--- src/rtl/sdt_pkg.sv ---
// Shared types, constants and command/status bundles of the slot dependency table.
package sdt_pkg;

    localparam int POOL_ENTRIES_DEF = 32;
    localparam int CHAIN_HEADS_DEF  = 4;

    localparam int PTR_W    = 6;
    localparam int SLOT_W   = 16;
    localparam int LOC_W    = 32;
    localparam int HASH_W   = 16;
    localparam int LIMIT_W  = 17;
    localparam int ACTION_W = 3;
    localparam int MODC_W   = 1;

    localparam logic [PTR_W-1:0]   NULL_PTR    = 6'd63;
    localparam logic [LIMIT_W-1:0] LIMIT_RESET = 17'd65536;

    localparam logic [ACTION_W-1:0] ACT_BUILD   = 3'd0;
    localparam logic [ACTION_W-1:0] ACT_DISPOSE = 3'd1;
    localparam logic [ACTION_W-1:0] ACT_CHAIN   = 3'd2;
    localparam logic [ACTION_W-1:0] ACT_VISIT   = 3'd3;
    localparam logic [ACTION_W-1:0] ACT_ZAP     = 3'd4;
    localparam logic [ACTION_W-1:0] ACT_CHECK   = 3'd5;

    localparam logic [1:0] KIND_DESTROY = 2'd0;
    localparam logic [1:0] KIND_VISITED = 2'd1;
    localparam logic [1:0] KIND_STATUS  = 2'd2;

    localparam logic [1:0] ERR_NONE  = 2'd0;
    localparam logic [1:0] ERR_RANGE = 2'd1;
    localparam logic [1:0] ERR_POOL  = 2'd2;

    typedef enum logic [2:0] {
        W_EMPTY_BUILD = 3'd0,
        W_EMPTY_ZAP   = 3'd1,
        W_FREEB       = 3'd2,
        W_FILE        = 3'd3,
        W_VISIT       = 3'd4,
        W_SCAN        = 3'd5,
        W_CHECK       = 3'd6,
        W_TAKE        = 3'd7
    } walk_t;

    typedef struct packed {
        logic       latch;
        logic       mod_step;
        logic       set_ch_slot;
        logic       set_ch_cursor;
        logic       clr_tries;
        logic       adv_cursor;
        logic       load;
        logic       rd;
        logic       act;
        walk_t      walk;
        logic       clr_damaged;
        logic       emit_status;
        logic       st_ok;
        logic [1:0] st_err;
    } cmd_t;

    typedef struct packed {
        logic [ACTION_W-1:0] action;
        logic                in_range;
        logic                mod_done;
        logic                cur_live;
        logic                free_live;
        logic                damaged;
        logic                tries_done;
        logic                scan_hit;
        logic                check_hit;
        logic                out_free;
    } stat_t;

endpackage

--- src/rtl/sdt_ram.sv ---
// Generic single-write, single-read RAM with registered read data.
module sdt_ram #(
    parameter int WIDTH = 8,
    parameter int DEPTH = 32
) (
    input  logic                     clk,
    input  logic                     we,
    input  logic [$clog2(DEPTH)-1:0] waddr,
    input  logic [WIDTH-1:0]         wdata,
    input  logic                     re,
    input  logic [$clog2(DEPTH)-1:0] raddr,
    output logic [WIDTH-1:0]         rdata
);

    logic [WIDTH-1:0] mem [DEPTH];
    logic [WIDTH-1:0] rdata_reg;

    always_ff @(posedge clk)
    begin
        if (we)
        begin
            mem[waddr] <= wdata;
        end
        if (re)
        begin
            rdata_reg <= mem[raddr];
        end
    end

    assign rdata = rdata_reg;

endmodule

--- src/rtl/sdt_ctrl.sv ---
// Controller state machine that sequences list walks for each action.
module sdt_ctrl (
    input  logic          clk,
    input  logic          rst_n,
    input  logic          in_valid,
    output logic          in_ready,
    input  sdt_pkg::stat_t stat,
    output sdt_pkg::cmd_t  cmd
);
    import sdt_pkg::*;

    typedef enum logic [7:0] {
        S_IDLE  = 8'b0000_0001,
        S_MOD   = 8'b0000_0010,
        S_DISP  = 8'b0000_0100,
        S_BFREE = 8'b0000_1000,
        S_LOAD  = 8'b0001_0000,
        S_RD    = 8'b0010_0000,
        S_ACT   = 8'b0100_0000,
        S_STAT  = 8'b1000_0000
    } state_t;

    state_t     state_reg, state_next;
    walk_t      walk_reg, walk_next;
    logic       st_ok_reg, st_ok_next;
    logic [1:0] st_err_reg, st_err_next;

    always_ff @(posedge clk or negedge rst_n)
    begin
        if (!rst_n)
        begin
            state_reg  <= S_IDLE;
            walk_reg   <= W_VISIT;
            st_ok_reg  <= 1'b0;
            st_err_reg <= ERR_NONE;
        end
        else
        begin
            state_reg  <= state_next;
            walk_reg   <= walk_next;
            st_ok_reg  <= st_ok_next;
            st_err_reg <= st_err_next;
        end
    end

    assign in_ready = (state_reg == S_IDLE);

    always_comb
    begin
        cmd         = '0;
        cmd.walk    = walk_reg;
        state_next  = state_reg;
        walk_next   = walk_reg;
        st_ok_next  = st_ok_reg;
        st_err_next = st_err_reg;
        unique case (state_reg)
            S_IDLE:
            begin
                if (in_valid)
                begin
                    cmd.latch  = 1'b1;
                    state_next = S_MOD;
                end
            end
            S_MOD:
            begin
                cmd.mod_step = 1'b1;
                if (stat.mod_done)
                begin
                    state_next = S_DISP;
                end
            end
            S_DISP:
            begin
                cmd.set_ch_slot = 1'b1;
                st_ok_next      = 1'b0;
                st_err_next     = ERR_NONE;
                state_next      = S_LOAD;
                unique case (stat.action)
                    ACT_BUILD:
                    begin
                        if (!stat.in_range)
                        begin
                            st_err_next = ERR_RANGE;
                            state_next  = S_STAT;
                        end
                        else
                        begin
                            cmd.clr_tries = 1'b1;
                            state_next    = S_BFREE;
                        end
                    end
                    ACT_DISPOSE: walk_next = W_FREEB;
                    ACT_CHAIN:   walk_next = stat.damaged ? W_FREEB : W_FILE;
                    ACT_VISIT:
                    begin
                        walk_next = W_VISIT;
                        if (!stat.in_range)
                        begin
                            st_err_next = ERR_RANGE;
                            state_next  = S_STAT;
                        end
                    end
                    ACT_ZAP:
                    begin
                        walk_next = W_EMPTY_ZAP;
                        if (!stat.in_range)
                        begin
                            st_err_next = ERR_RANGE;
                            state_next  = S_STAT;
                        end
                    end
                    ACT_CHECK:   walk_next = W_CHECK;
                    default:     state_next = S_STAT;
                endcase
            end
            S_BFREE:
            begin
                if (stat.free_live)
                begin
                    walk_next  = W_TAKE;
                    state_next = S_LOAD;
                end
                else if (stat.tries_done)
                begin
                    st_err_next = ERR_POOL;
                    state_next  = S_STAT;
                end
                else
                begin
                    cmd.set_ch_cursor = 1'b1;
                    walk_next         = W_EMPTY_BUILD;
                    state_next        = S_LOAD;
                end
            end
            S_LOAD:
            begin
                cmd.load   = 1'b1;
                state_next = S_RD;
            end
            S_RD:
            begin
                if (stat.cur_live)
                begin
                    cmd.rd     = 1'b1;
                    state_next = S_ACT;
                end
                else
                begin
                    state_next = S_STAT;
                    unique case (walk_reg)
                        W_EMPTY_BUILD:
                        begin
                            cmd.adv_cursor = 1'b1;
                            state_next     = S_BFREE;
                        end
                        W_EMPTY_ZAP:
                        begin
                            walk_next  = W_SCAN;
                            state_next = S_LOAD;
                        end
                        W_FREEB:  cmd.clr_damaged = 1'b1;
                        W_FILE:   st_ok_next = 1'b1;
                        W_CHECK:  st_ok_next = 1'b1;
                        default:  st_ok_next = 1'b0;
                    endcase
                end
            end
            S_ACT:
            begin
                if (!((walk_reg == W_EMPTY_BUILD || walk_reg == W_EMPTY_ZAP ||
                       walk_reg == W_VISIT) && !stat.out_free))
                begin
                    cmd.act    = 1'b1;
                    state_next = S_RD;
                    unique case (walk_reg)
                        W_SCAN:
                        begin
                            if (stat.scan_hit)
                            begin
                                state_next = S_STAT;
                            end
                        end
                        W_CHECK:
                        begin
                            if (stat.check_hit)
                            begin
                                state_next = S_STAT;
                            end
                        end
                        W_TAKE:  state_next = S_STAT;
                        default: state_next = S_RD;
                    endcase
                end
            end
            S_STAT:
            begin
                if (stat.out_free)
                begin
                    cmd.emit_status = 1'b1;
                    cmd.st_ok       = st_ok_reg;
                    cmd.st_err      = st_err_reg;
                    state_next      = S_IDLE;
                end
            end
            default: state_next = S_IDLE;
        endcase
    end

endmodule

--- src/rtl/sdt_datapath.sv ---
// Datapath: entry memories, list heads, chain-number unit and output register.
module sdt_datapath #(
    parameter int POOL_ENTRIES = sdt_pkg::POOL_ENTRIES_DEF,
    parameter int CHAIN_HEADS  = sdt_pkg::CHAIN_HEADS_DEF
) (
    input  logic                           clk,
    input  logic                           rst_n,
    input  sdt_pkg::cmd_t                  cmd,
    output sdt_pkg::stat_t                 stat,
    input  logic [sdt_pkg::ACTION_W-1:0]   action,
    input  logic [sdt_pkg::SLOT_W-1:0]     slot,
    input  logic [sdt_pkg::LOC_W-1:0]      locator,
    input  logic [sdt_pkg::HASH_W-1:0]     entry_hash,
    input  logic                           cfg_valid,
    input  logic [sdt_pkg::LIMIT_W-1:0]    cfg_data,
    output logic                           out_valid,
    input  logic                           out_ready,
    output logic [1:0]                     kind,
    output logic [sdt_pkg::LOC_W-1:0]      out_locator,
    output logic [sdt_pkg::HASH_W-1:0]     out_hash,
    output logic                           ok,
    output logic [1:0]                     error,
    output logic                           last
);
    import sdt_pkg::*;

    localparam int AW = $clog2(POOL_ENTRIES);
    localparam int CW = (CHAIN_HEADS > 1) ? $clog2(CHAIN_HEADS) : 1;
    localparam int TW = $clog2(CHAIN_HEADS + 1);
    localparam int SW = SLOT_W + CW;
    localparam int RK = SLOT_W + CW;
    localparam longint RECIP_L = ((longint'(1) << RK) + longint'(CHAIN_HEADS) - 1) /
                                 longint'(CHAIN_HEADS);
    localparam logic [RK:0]        RECIP    = (RK+1)'(RECIP_L);
    localparam logic [SLOT_W-1:0]  CH_S     = SLOT_W'(CHAIN_HEADS);
    localparam logic [CW-1:0]      CH_LAST  = CW'(CHAIN_HEADS - 1);
    localparam logic [TW-1:0]      CH_TRIES = TW'(CHAIN_HEADS);
    localparam logic [PTR_W-1:0]   POOL_C   = PTR_W'(POOL_ENTRIES);

    logic [ACTION_W-1:0] action_reg;
    logic [SLOT_W-1:0]   slot_reg;
    logic [LOC_W-1:0]    loc_reg;
    logic [HASH_W-1:0]   hash_reg;
    logic [LIMIT_W-1:0]  limit_reg;

    logic [CW-1:0]        rem_reg, rem_next;
    logic [MODC_W-1:0]    modc_reg;
    logic [SLOT_W-1:0]    quo_reg;
    logic [SLOT_W+RK-1:0] quo_prod;
    logic [SLOT_W-1:0]    quo_back, rem_full;

    logic [CW-1:0]    ch_reg;
    logic [CW-1:0]    cursor_reg;
    logic [TW-1:0]    tries_reg;
    logic [PTR_W-1:0] cur_reg, cur_next;
    logic [PTR_W-1:0] free_reg, free_next;
    logic [PTR_W-1:0] build_reg, build_next;
    logic             damaged_reg, damaged_next;
    logic [PTR_W-1:0] heads_reg [CHAIN_HEADS];
    logic [POOL_ENTRIES-1:0] nl_vld_reg;
    logic [AW-1:0]    rd_addr_reg;
    logic             rd_vld_reg;

    logic             nl_we;
    logic [PTR_W-1:0] nl_wdata;
    logic             slot_we;
    logic             lh_we;
    logic             head_we;
    logic [CW-1:0]    head_idx;
    logic [PTR_W-1:0] head_wdata;
    logic [PTR_W-1:0] nl_q, nl_eff;
    logic [SW-1:0]    slot_q;
    logic [LOC_W-1:0] loc_q;
    logic [HASH_W-1:0] hash_q;
    logic [CW-1:0]    file_h;
    logic [AW-1:0]    cur_addr;

    logic              ov_reg;
    logic [1:0]        kind_reg;
    logic [LOC_W-1:0]  ol_reg;
    logic [HASH_W-1:0] oh_reg;
    logic              ok_reg;
    logic [1:0]        err_reg;
    logic              last_reg;
    logic              out_free;
    logic              emit_item;

    assign cur_addr = cur_reg[AW-1:0];
    assign file_h   = slot_q[SW-1:SLOT_W];
    assign out_free = !ov_reg || out_ready;

    // Chain number of the slot: the quotient comes from a reciprocal multiplication
    // in the first step, the remainder from a multiply-back and subtract in the second.
    assign quo_prod = {{RK{1'b0}}, slot_reg} * {{(SLOT_W-1){1'b0}}, RECIP};
    assign quo_back = quo_reg * CH_S;
    assign rem_full = slot_reg - quo_back;
    assign rem_next = rem_full[CW-1:0];

    // An entry whose link was never written still holds its reset link.
    assign nl_eff = rd_vld_reg ? nl_q :
                    ((rd_addr_reg == '0) ? NULL_PTR : PTR_W'(rd_addr_reg) - 1'b1);

    always_comb
    begin
        nl_we        = 1'b0;
        nl_wdata     = free_reg;
        slot_we      = 1'b0;
        lh_we        = 1'b0;
        head_we      = 1'b0;
        head_idx     = ch_reg;
        head_wdata   = nl_eff;
        emit_item    = 1'b0;
        cur_next     = cur_reg;
        free_next    = free_reg;
        build_next   = build_reg;
        damaged_next = damaged_reg;
        if (cmd.load)
        begin
            case (cmd.walk)
                W_FREEB, W_FILE, W_SCAN: cur_next = build_reg;
                W_TAKE:                  cur_next = free_reg;
                default:                 cur_next = heads_reg[ch_reg];
            endcase
        end
        if (cmd.act)
        begin
            cur_next = nl_eff;
            case (cmd.walk)
                W_EMPTY_BUILD, W_EMPTY_ZAP:
                begin
                    emit_item = 1'b1;
                    head_we   = 1'b1;
                    nl_we     = 1'b1;
                    free_next = cur_reg;
                end
                W_FREEB:
                begin
                    build_next = nl_eff;
                    nl_we      = 1'b1;
                    free_next  = cur_reg;
                end
                W_FILE:
                begin
                    build_next = nl_eff;
                    nl_we      = 1'b1;
                    nl_wdata   = heads_reg[file_h];
                    head_we    = 1'b1;
                    head_idx   = file_h;
                    head_wdata = cur_reg;
                    lh_we      = 1'b1;
                end
                W_VISIT:
                begin
                    emit_item = 1'b1;
                end
                W_SCAN:
                begin
                    if (stat.scan_hit)
                    begin
                        damaged_next = 1'b1;
                    end
                end
                W_TAKE:
                begin
                    free_next  = nl_eff;
                    nl_we      = 1'b1;
                    nl_wdata   = build_reg;
                    build_next = cur_reg;
                    slot_we    = 1'b1;
                end
                default: cur_next = nl_eff;
            endcase
        end
        if (cmd.clr_damaged)
        begin
            damaged_next = 1'b0;
        end
    end

    always_ff @(posedge clk)
    begin
        if (cmd.latch)
        begin
            action_reg <= action;
            slot_reg   <= slot;
            loc_reg    <= locator;
            hash_reg   <= entry_hash;
        end
    end

    always_ff @(posedge clk or negedge rst_n)
    begin
        if (!rst_n)
        begin
            limit_reg   <= LIMIT_RESET;
            rem_reg     <= '0;
            modc_reg    <= '0;
            quo_reg     <= '0;
            ch_reg      <= '0;
            cursor_reg  <= '0;
            tries_reg   <= '0;
            cur_reg     <= NULL_PTR;
            free_reg    <= PTR_W'(POOL_ENTRIES - 1);
            build_reg   <= NULL_PTR;
            damaged_reg <= 1'b0;
            nl_vld_reg  <= '0;
            rd_addr_reg <= '0;
            rd_vld_reg  <= 1'b0;
            for (int i = 0; i < CHAIN_HEADS; i++)
            begin
                heads_reg[i] <= NULL_PTR;
            end
        end
        else
        begin
            if (cfg_valid)
            begin
                limit_reg <= cfg_data;
            end
            if (cmd.latch)
            begin
                rem_reg  <= '0;
                modc_reg <= '0;
            end
            else if (cmd.mod_step)
            begin
                if (modc_reg == '0)
                begin
                    quo_reg <= quo_prod[SLOT_W+RK-1:RK];
                end
                else
                begin
                    rem_reg <= rem_next;
                end
                modc_reg <= modc_reg + 1'b1;
            end
            if (cmd.set_ch_slot)
            begin
                ch_reg <= rem_reg;
            end
            else if (cmd.set_ch_cursor)
            begin
                ch_reg <= cursor_reg;
            end
            if (cmd.clr_tries)
            begin
                tries_reg <= '0;
            end
            else if (cmd.adv_cursor)
            begin
                tries_reg  <= tries_reg + 1'b1;
                cursor_reg <= (cursor_reg == CH_LAST) ? '0 : cursor_reg + 1'b1;
            end
            if (cmd.rd)
            begin
                rd_addr_reg <= cur_addr;
                rd_vld_reg  <= nl_vld_reg[cur_addr];
            end
            if (nl_we)
            begin
                nl_vld_reg[cur_addr] <= 1'b1;
            end
            if (head_we)
            begin
                heads_reg[head_idx] <= head_wdata;
            end
            cur_reg     <= cur_next;
            free_reg    <= free_next;
            build_reg   <= build_next;
            damaged_reg <= damaged_next;
        end
    end

    sdt_ram #(.WIDTH(PTR_W), .DEPTH(POOL_ENTRIES)) u_next_link (
        .clk   (clk),
        .we    (nl_we),
        .waddr (cur_addr),
        .wdata (nl_wdata),
        .re    (cmd.rd),
        .raddr (cur_addr),
        .rdata (nl_q)
    );

    sdt_ram #(.WIDTH(SW), .DEPTH(POOL_ENTRIES)) u_entry_slot (
        .clk   (clk),
        .we    (slot_we),
        .waddr (cur_addr),
        .wdata ({rem_reg, slot_reg}),
        .re    (cmd.rd),
        .raddr (cur_addr),
        .rdata (slot_q)
    );

    sdt_ram #(.WIDTH(LOC_W), .DEPTH(POOL_ENTRIES)) u_entry_locator (
        .clk   (clk),
        .we    (lh_we),
        .waddr (cur_addr),
        .wdata (loc_reg),
        .re    (cmd.rd),
        .raddr (cur_addr),
        .rdata (loc_q)
    );

    sdt_ram #(.WIDTH(HASH_W), .DEPTH(POOL_ENTRIES)) u_entry_hash (
        .clk   (clk),
        .we    (lh_we),
        .waddr (cur_addr),
        .wdata (hash_reg),
        .re    (cmd.rd),
        .raddr (cur_addr),
        .rdata (hash_q)
    );

    always_ff @(posedge clk or negedge rst_n)
    begin
        if (!rst_n)
        begin
            ov_reg <= 1'b0;
        end
        else if (emit_item || cmd.emit_status)
        begin
            ov_reg <= 1'b1;
        end
        else if (out_ready)
        begin
            ov_reg <= 1'b0;
        end
    end

    always_ff @(posedge clk)
    begin
        if (emit_item)
        begin
            kind_reg <= (cmd.walk == W_VISIT) ? KIND_VISITED : KIND_DESTROY;
            ol_reg   <= loc_q;
            oh_reg   <= hash_q;
            ok_reg   <= 1'b0;
            err_reg  <= ERR_NONE;
            last_reg <= 1'b0;
        end
        else if (cmd.emit_status)
        begin
            kind_reg <= KIND_STATUS;
            ol_reg   <= '0;
            oh_reg   <= '0;
            ok_reg   <= cmd.st_ok;
            err_reg  <= cmd.st_err;
            last_reg <= 1'b1;
        end
    end

    always_comb
    begin
        stat.action     = action_reg;
        stat.in_range   = {1'b0, slot_reg} < limit_reg;
        stat.mod_done   = (modc_reg == '1);
        stat.cur_live   = cur_reg < POOL_C;
        stat.free_live  = free_reg < POOL_C;
        stat.damaged    = damaged_reg;
        stat.tries_done = (tries_reg == CH_TRIES);
        stat.scan_hit   = (slot_q[SLOT_W-1:0] == slot_reg);
        stat.check_hit  = (loc_q == loc_reg) && (hash_q == hash_reg);
        stat.out_free   = out_free;
    end

    assign out_valid   = ov_reg;
    assign kind        = kind_reg;
    assign out_locator = ol_reg;
    assign out_hash    = oh_reg;
    assign ok          = ok_reg;
    assign error       = err_reg;
    assign last        = last_reg;

endmodule

--- src/rtl/slot_dependency_table_core.sv ---
// Top level of the slot dependency table: controller plus datapath.
//
// Input channel (in_valid/in_ready) takes one action transaction at a time:
// action, slot, locator and entry_hash. Each action returns zero or more
// entry transactions (kind 0 destroyed, kind 1 visited) and then exactly one
// status transaction (kind 2) with last set, on the out_valid/out_ready channel.
// The cfg channel writes slot_limit; cfg_ready is always high.
// Sequence: the chain number of the slot is formed first, then dispatch and
// load, then each list entry walked takes one memory read and one update;
// a zap also scans the building list after emptying its chain, a build that
// finds no free entry empties chains in turn until one frees an entry, and an
// out-of-range slot in a build, visit or zap goes straight to its status. The
// entry memories have one read port, so every entry walked is read before it
// is updated.
// The next action is taken only after the status of the current one is
// loaded into the output register.
// When the receiver stalls, the walk holds on the entry being reported until
// the output register frees; nothing is dropped.
// At reset every entry is free in descending order, all chains are empty,
// slot_limit is 65536 and no clearing pass is needed.
module slot_dependency_table_core #(
    parameter int POOL_ENTRIES = sdt_pkg::POOL_ENTRIES_DEF,
    parameter int CHAIN_HEADS  = sdt_pkg::CHAIN_HEADS_DEF
) (
    input  logic                          clk,
    input  logic                          rst_n,
    input  logic                          in_valid,
    output logic                          in_ready,
    input  logic [sdt_pkg::ACTION_W-1:0]  action,
    input  logic [sdt_pkg::SLOT_W-1:0]    slot,
    input  logic [sdt_pkg::LOC_W-1:0]     locator,
    input  logic [sdt_pkg::HASH_W-1:0]    entry_hash,
    output logic                          out_valid,
    input  logic                          out_ready,
    output logic [1:0]                    kind,
    output logic [sdt_pkg::LOC_W-1:0]     out_locator,
    output logic [sdt_pkg::HASH_W-1:0]    out_hash,
    output logic                          ok,
    output logic [1:0]                    error,
    output logic                          last,
    input  logic                          cfg_valid,
    output logic                          cfg_ready,
    input  logic [sdt_pkg::LIMIT_W-1:0]   cfg_data
);
    import sdt_pkg::*;

    cmd_t  cmd;
    stat_t stat;

    assign cfg_ready = 1'b1;

    sdt_ctrl u_ctrl (
        .clk      (clk),
        .rst_n    (rst_n),
        .in_valid (in_valid),
        .in_ready (in_ready),
        .stat     (stat),
        .cmd      (cmd)
    );

    sdt_datapath #(
        .POOL_ENTRIES (POOL_ENTRIES),
        .CHAIN_HEADS  (CHAIN_HEADS)
    ) u_datapath (
        .clk         (clk),
        .rst_n       (rst_n),
        .cmd         (cmd),
        .stat        (stat),
        .action      (action),
        .slot        (slot),
        .locator     (locator),
        .entry_hash  (entry_hash),
        .cfg_valid   (cfg_valid),
        .cfg_data    (cfg_data),
        .out_valid   (out_valid),
        .out_ready   (out_ready),
        .kind        (kind),
        .out_locator (out_locator),
        .out_hash    (out_hash),
        .ok          (ok),
        .error       (error),
        .last        (last)
    );

endmodule
--- config.mk ---
export PLATFORM = sky130hd
export DESIGN_NAME = slot_dependency_table_core
export DESIGN_NICKNAME = d
export VERILOG_FILES = /design/src/rtl/sdt_pkg.sv /design/src/rtl/sdt_ram.sv /design/src/rtl/sdt_ctrl.sv /design/src/rtl/sdt_datapath.sv /design/src/rtl/slot_dependency_table_core.sv
export SDC_FILE = /design/constraint.sdc
export NUM_CORES = 2
export LEC_CHECK = 0
export BUFFER_PORTS_ARGS = -buffer_cell sky130_fd_sc_hd__buf_2
export CORE_MARGIN = 2
export CORE_UTILIZATION = 45
export CTS_BUF_LIST = sky130_fd_sc_hd__clkbuf_16
export DETAILED_ROUTE_END_ITERATION = 8
export GPL_TIMING_DRIVEN = 0
export PLACE_DENSITY_LB_ADDON = 0.1
export SLEW_MARGIN = 20
export SYNTH_ARGS = -nofsm -noshare
export SYNTH_HDL_FRONTEND = slang
export SYNTH_SLANG_ARGS = --single-unit
--- constraint.sdc ---
create_clock -name clk -period 5.1 [get_ports clk]
set_input_delay 0.51 -clock clk [delete_from_list [all_inputs] [get_ports clk]]
set_output_delay 0.51 -clock clk [all_outputs]
set_load 0.1 [all_outputs]
==> run summary <==
Power
* **switching share of power** 0.2994
* **pwr/cell area** 495.9 nW/µm²
* **Leak** 39.06 nW
* **share of power burned in combinational logic** 0.228
* **internal portion of total power** 41.70 mW
* **sequential fraction of design power** 0.435
* **NetSw** 17.82 mW
* **Worst VDD drop** 355.2 µV
* **power after layout** 59.52 mW
* **clock power share** 0.337

Clock tree
* **number of buffers on the longest clock path** 4
* **TritonCTS Sinks** 2620
* **CTS H-tree depth** 5
* **latest clock arrival within the worst-skew pair** 0.95 ns
* **post-cts sizing count** 0
* **CTS tree** yes
* **clock-pin slew of the registers on the worst-case setup and hold paths** 0.06 ns
* **library cell used as clock root buffer** clkbuf_16
* **CTS Hold Buffers Added** 88
* **cts bufs inserted** 290
* **setup repair bufs after CTS** 0

Layout
* **share of layout cells above drive strength 1** 0.3024
* **Final Net Count** 5449
* **most common library cell in the layout ignoring fill and taps** edfxtp_1
* **most frequent cells in the layout** edfxtp_1, mux4_2, clkbuf_16
* **synthesis-to-layout area growth** 20.43%
* **register with the most flip-flops** u_datapath.u_entry_locator.mem
* **# fillers** 16750
* **largest registers in the final layout** u_datapath.u_entry_locator.mem (1024), u_datapath.u_entry_slot.mem (576), u_datapath.u_entry_hash.mem (512)
* **max reg flops** 1024
* **final std cells w/o fill** 8512
* **fraction of the core area covered by cells at the end of the flow** 0.5458

Routing
* **routed metal-1 wire length** 131800 µm
* **drt pass-1 iters** 6
* **top routing layer in use** met5
* **routed length on met3** 31610 µm
* **met2 wire length** 155100 µm
* **number of DRC violations after detailed-routing iteration 0** 8411
* **Total Routed Length** 333000 µm
* **DRC violation count after routing** 0
* **mean number of vias per cell** 6.332
* **detailed-route wire length per cell** 39.12 µm
* **Antenna Nets Post-Route** 0
* **routed via count** 53900

Timing
* **final worst slack** 0.2333 ns
* **accumulated negative setup slack** 0 ns
* **worst clock skew on the final layout** 0.04478 ns
* **normalized max-slew margin** 0.1247
* **setup-violating endpoint count in the final report** 0
* **setup repair after global routing missed its margin** false
* **pin slew with the least headroom to its limit** 1.310 ns
* **clock period minus final worst setup slack** 4.867 ns
* **final cycle utilization of the critical path** 0.9543
* **count of pins over their slew limit** 0
* **final hold viol count** 0
* **achievable clock frequency** 205.5 MHz

Critical path
* **required time of the critical path** 5.73 ns
* **Arrival @ worst endpoint** 5.50 ns
* **Worst Path Class, Setup** flip-flop to flip-flop
* **sort of element at the start of the critical path** flip-flop
* **Max Fanout on Critical Path** 15
* **cells on worst reg2reg path** 8
* **Critical Path Sink Type** flip-flop

Synthesis
* **number of different library cells in the post-synthesis netlist** 64
* **number of enable-type register cells in the synthesized netlist** 2493
* **netlist area before placement** 99670 µm²
* **leading register cell type out of synthesis** edfxtp_1
* **mean instance size in the synthesized netlist** 21.72 µm²
* **number of storage elements in the synthesis netlist** 2620
* **Warnings, synthesis** 0
* **sequential element share of the synthesized area** 0.7833
* **syn nets** 4697
* **asr flop ratio synth** 0.04695
* **count of mapped cells out of synthesis** 4589

Hold path
* **classification of the worst-slack hold path** input pin to flip-flop
* **Hold Path Depth** 3

Floorplan
* **count of standard-cell rows** 172
* **core box area** 219900 µm²
* **Total Die Area** 225300 µm²
* **initial cell density of the core** 0.4532
* **number of ports placed on the die boundary** 146
* **DIE HEIGHT** 474.6 µm
* **die extent in x** 474.6 µm

GRT
* **residual overflow from global routing** 0
* **maximum number of pins on one net before global-route repair** 67
* **aggregate global-route resource usage** 0.2959
* **first-pass GRT wire length** 448100 µm
* **vias in the first global route** 52290
* **number of antenna violations at the first check in global routing** 22

Placed design
* **count of buffers from port buffering** 144
* **DP Wirelength** 224000 µm
* **placed cell count** 7902
* **setup slack at placement** 0.4219 ns
* **final weighted congestion in routability-driven placement** 0.9145

Job
* **max capacitance violation total** 0

Run status
* **result of the run** completed

cells by family after synthesis:
| family | synth area share |
|---|---|
| adders and majority gates | 0.002385 |
| AOI/OAI and AO/OA | 0.03098 |
| muxes | 0.1407 |
| buffers and inverters | 0.01087 |
| other | 0.00003762 |
| xor gates and xnor gates | 0.006151 |
| DFF | 0.7833 |
| and+or+nand+nor | 0.02557 |
cells in the mapped netlist (31+ instances only):
library cell / n / area (µm²)
a21oi_1: 49 / 245.2
a22oi_1: 289 / 2170
and2_1: 52 / 325.3
buf_1: 71 / 266.5
clkbuf_1: 162 / 608.1
dfrtp_1: 79 / 1977
dfstp_2: 44 / 1156
edfxtp_1: 2493 / 74860
inv_1: 31 / 116.4
mux2_2: 32 / 360.4
mux4_2: 596 / 13420
nand2_1: 104 / 390.4
nand4_1: 87 / 544.3
nor2_1: 149 / 559.3
o21ai_0: 52 / 260.3
or2_2: 35 / 219.0
xnor2_1: 52 / 455.4
power by group through the flow:
stage               Sequential [mW]  Clock [mW]  Combinational [mW]
floorplan                      26.1           0                7.10
global placement               26.5           0                12.4
detailed placement             26.5           0                13.2
CTS                            26.1        20.2                13.3
global route                   26.0        21.1                14.0
finish                         25.9        20.1                13.6
worst max-delay path: stages (launching register included):
cell	delay (ns)
dfstp_2	0.63
clkbuf_1	0.61
nor3b_1	1.11
clkbuf_1	0.57
nand2_1	0.34
nor2_4	0.60
buf_12	0.27
buf_16	0.21
buf_16	0.19
metal layers:
metal / GRT usage / up-vias
met1: 0.4169 / 29290
met5: 0 / -
met3: 0.05825 / 621
met4: 0.1129 / 8
li1: - / 20830
met2: 0.4589 / 3146
area by class of cell:
cell class / count / area [µm²] / share of cell area
antenna: 9 / 22.52 / 0.0001876
buffer: 251 / 1140 / 0.009496
clock buffer: 298 / 7457 / 0.06212
clock inverter: 198 / 1443 / 0.01202
inverter: 31 / 116.4 / 0.0009694
multi-input combinational: 1687 / 21080 / 0.1756
sequential: 2620 / 78080 / 0.6504
tap: 2958 / 3701 / 0.03083
timing repair buffer: 460 / 6999 / 0.05831
metrics by stage:
step / hold WS (ns) / cell area [µm²]
after detailed placement: 0.4360 / 110000
after CTS: 0.03615 / 119700
final: 0.08828 / 120000
after global placement: 0.4436 / 104100
after global routing: 0.1194 / 120000
after floorplan: 0.2144 / 99670
worst paths after layout:
check,end,from,slack (ns)
worst max-delay path,u_datapath.u_entry_locator.mem[19][15],u_datapath.cur_reg[4],0.23
worst min-delay path,u_datapath.out_valid,out_ready,0.09
worst max register to register,u_datapath.u_entry_locator.mem[19][15],u_datapath.cur_reg[4],0.23
worst min register to register,u_datapath.last,u_datapath.last,0.44
max in group asynchronous,u_datapath.heads_reg[8],rst_n,4.12
min in group asynchronous,u_datapath.limit_reg[13],rst_n,0.10
Note: power is estimated with default switching activity, not from simulation.
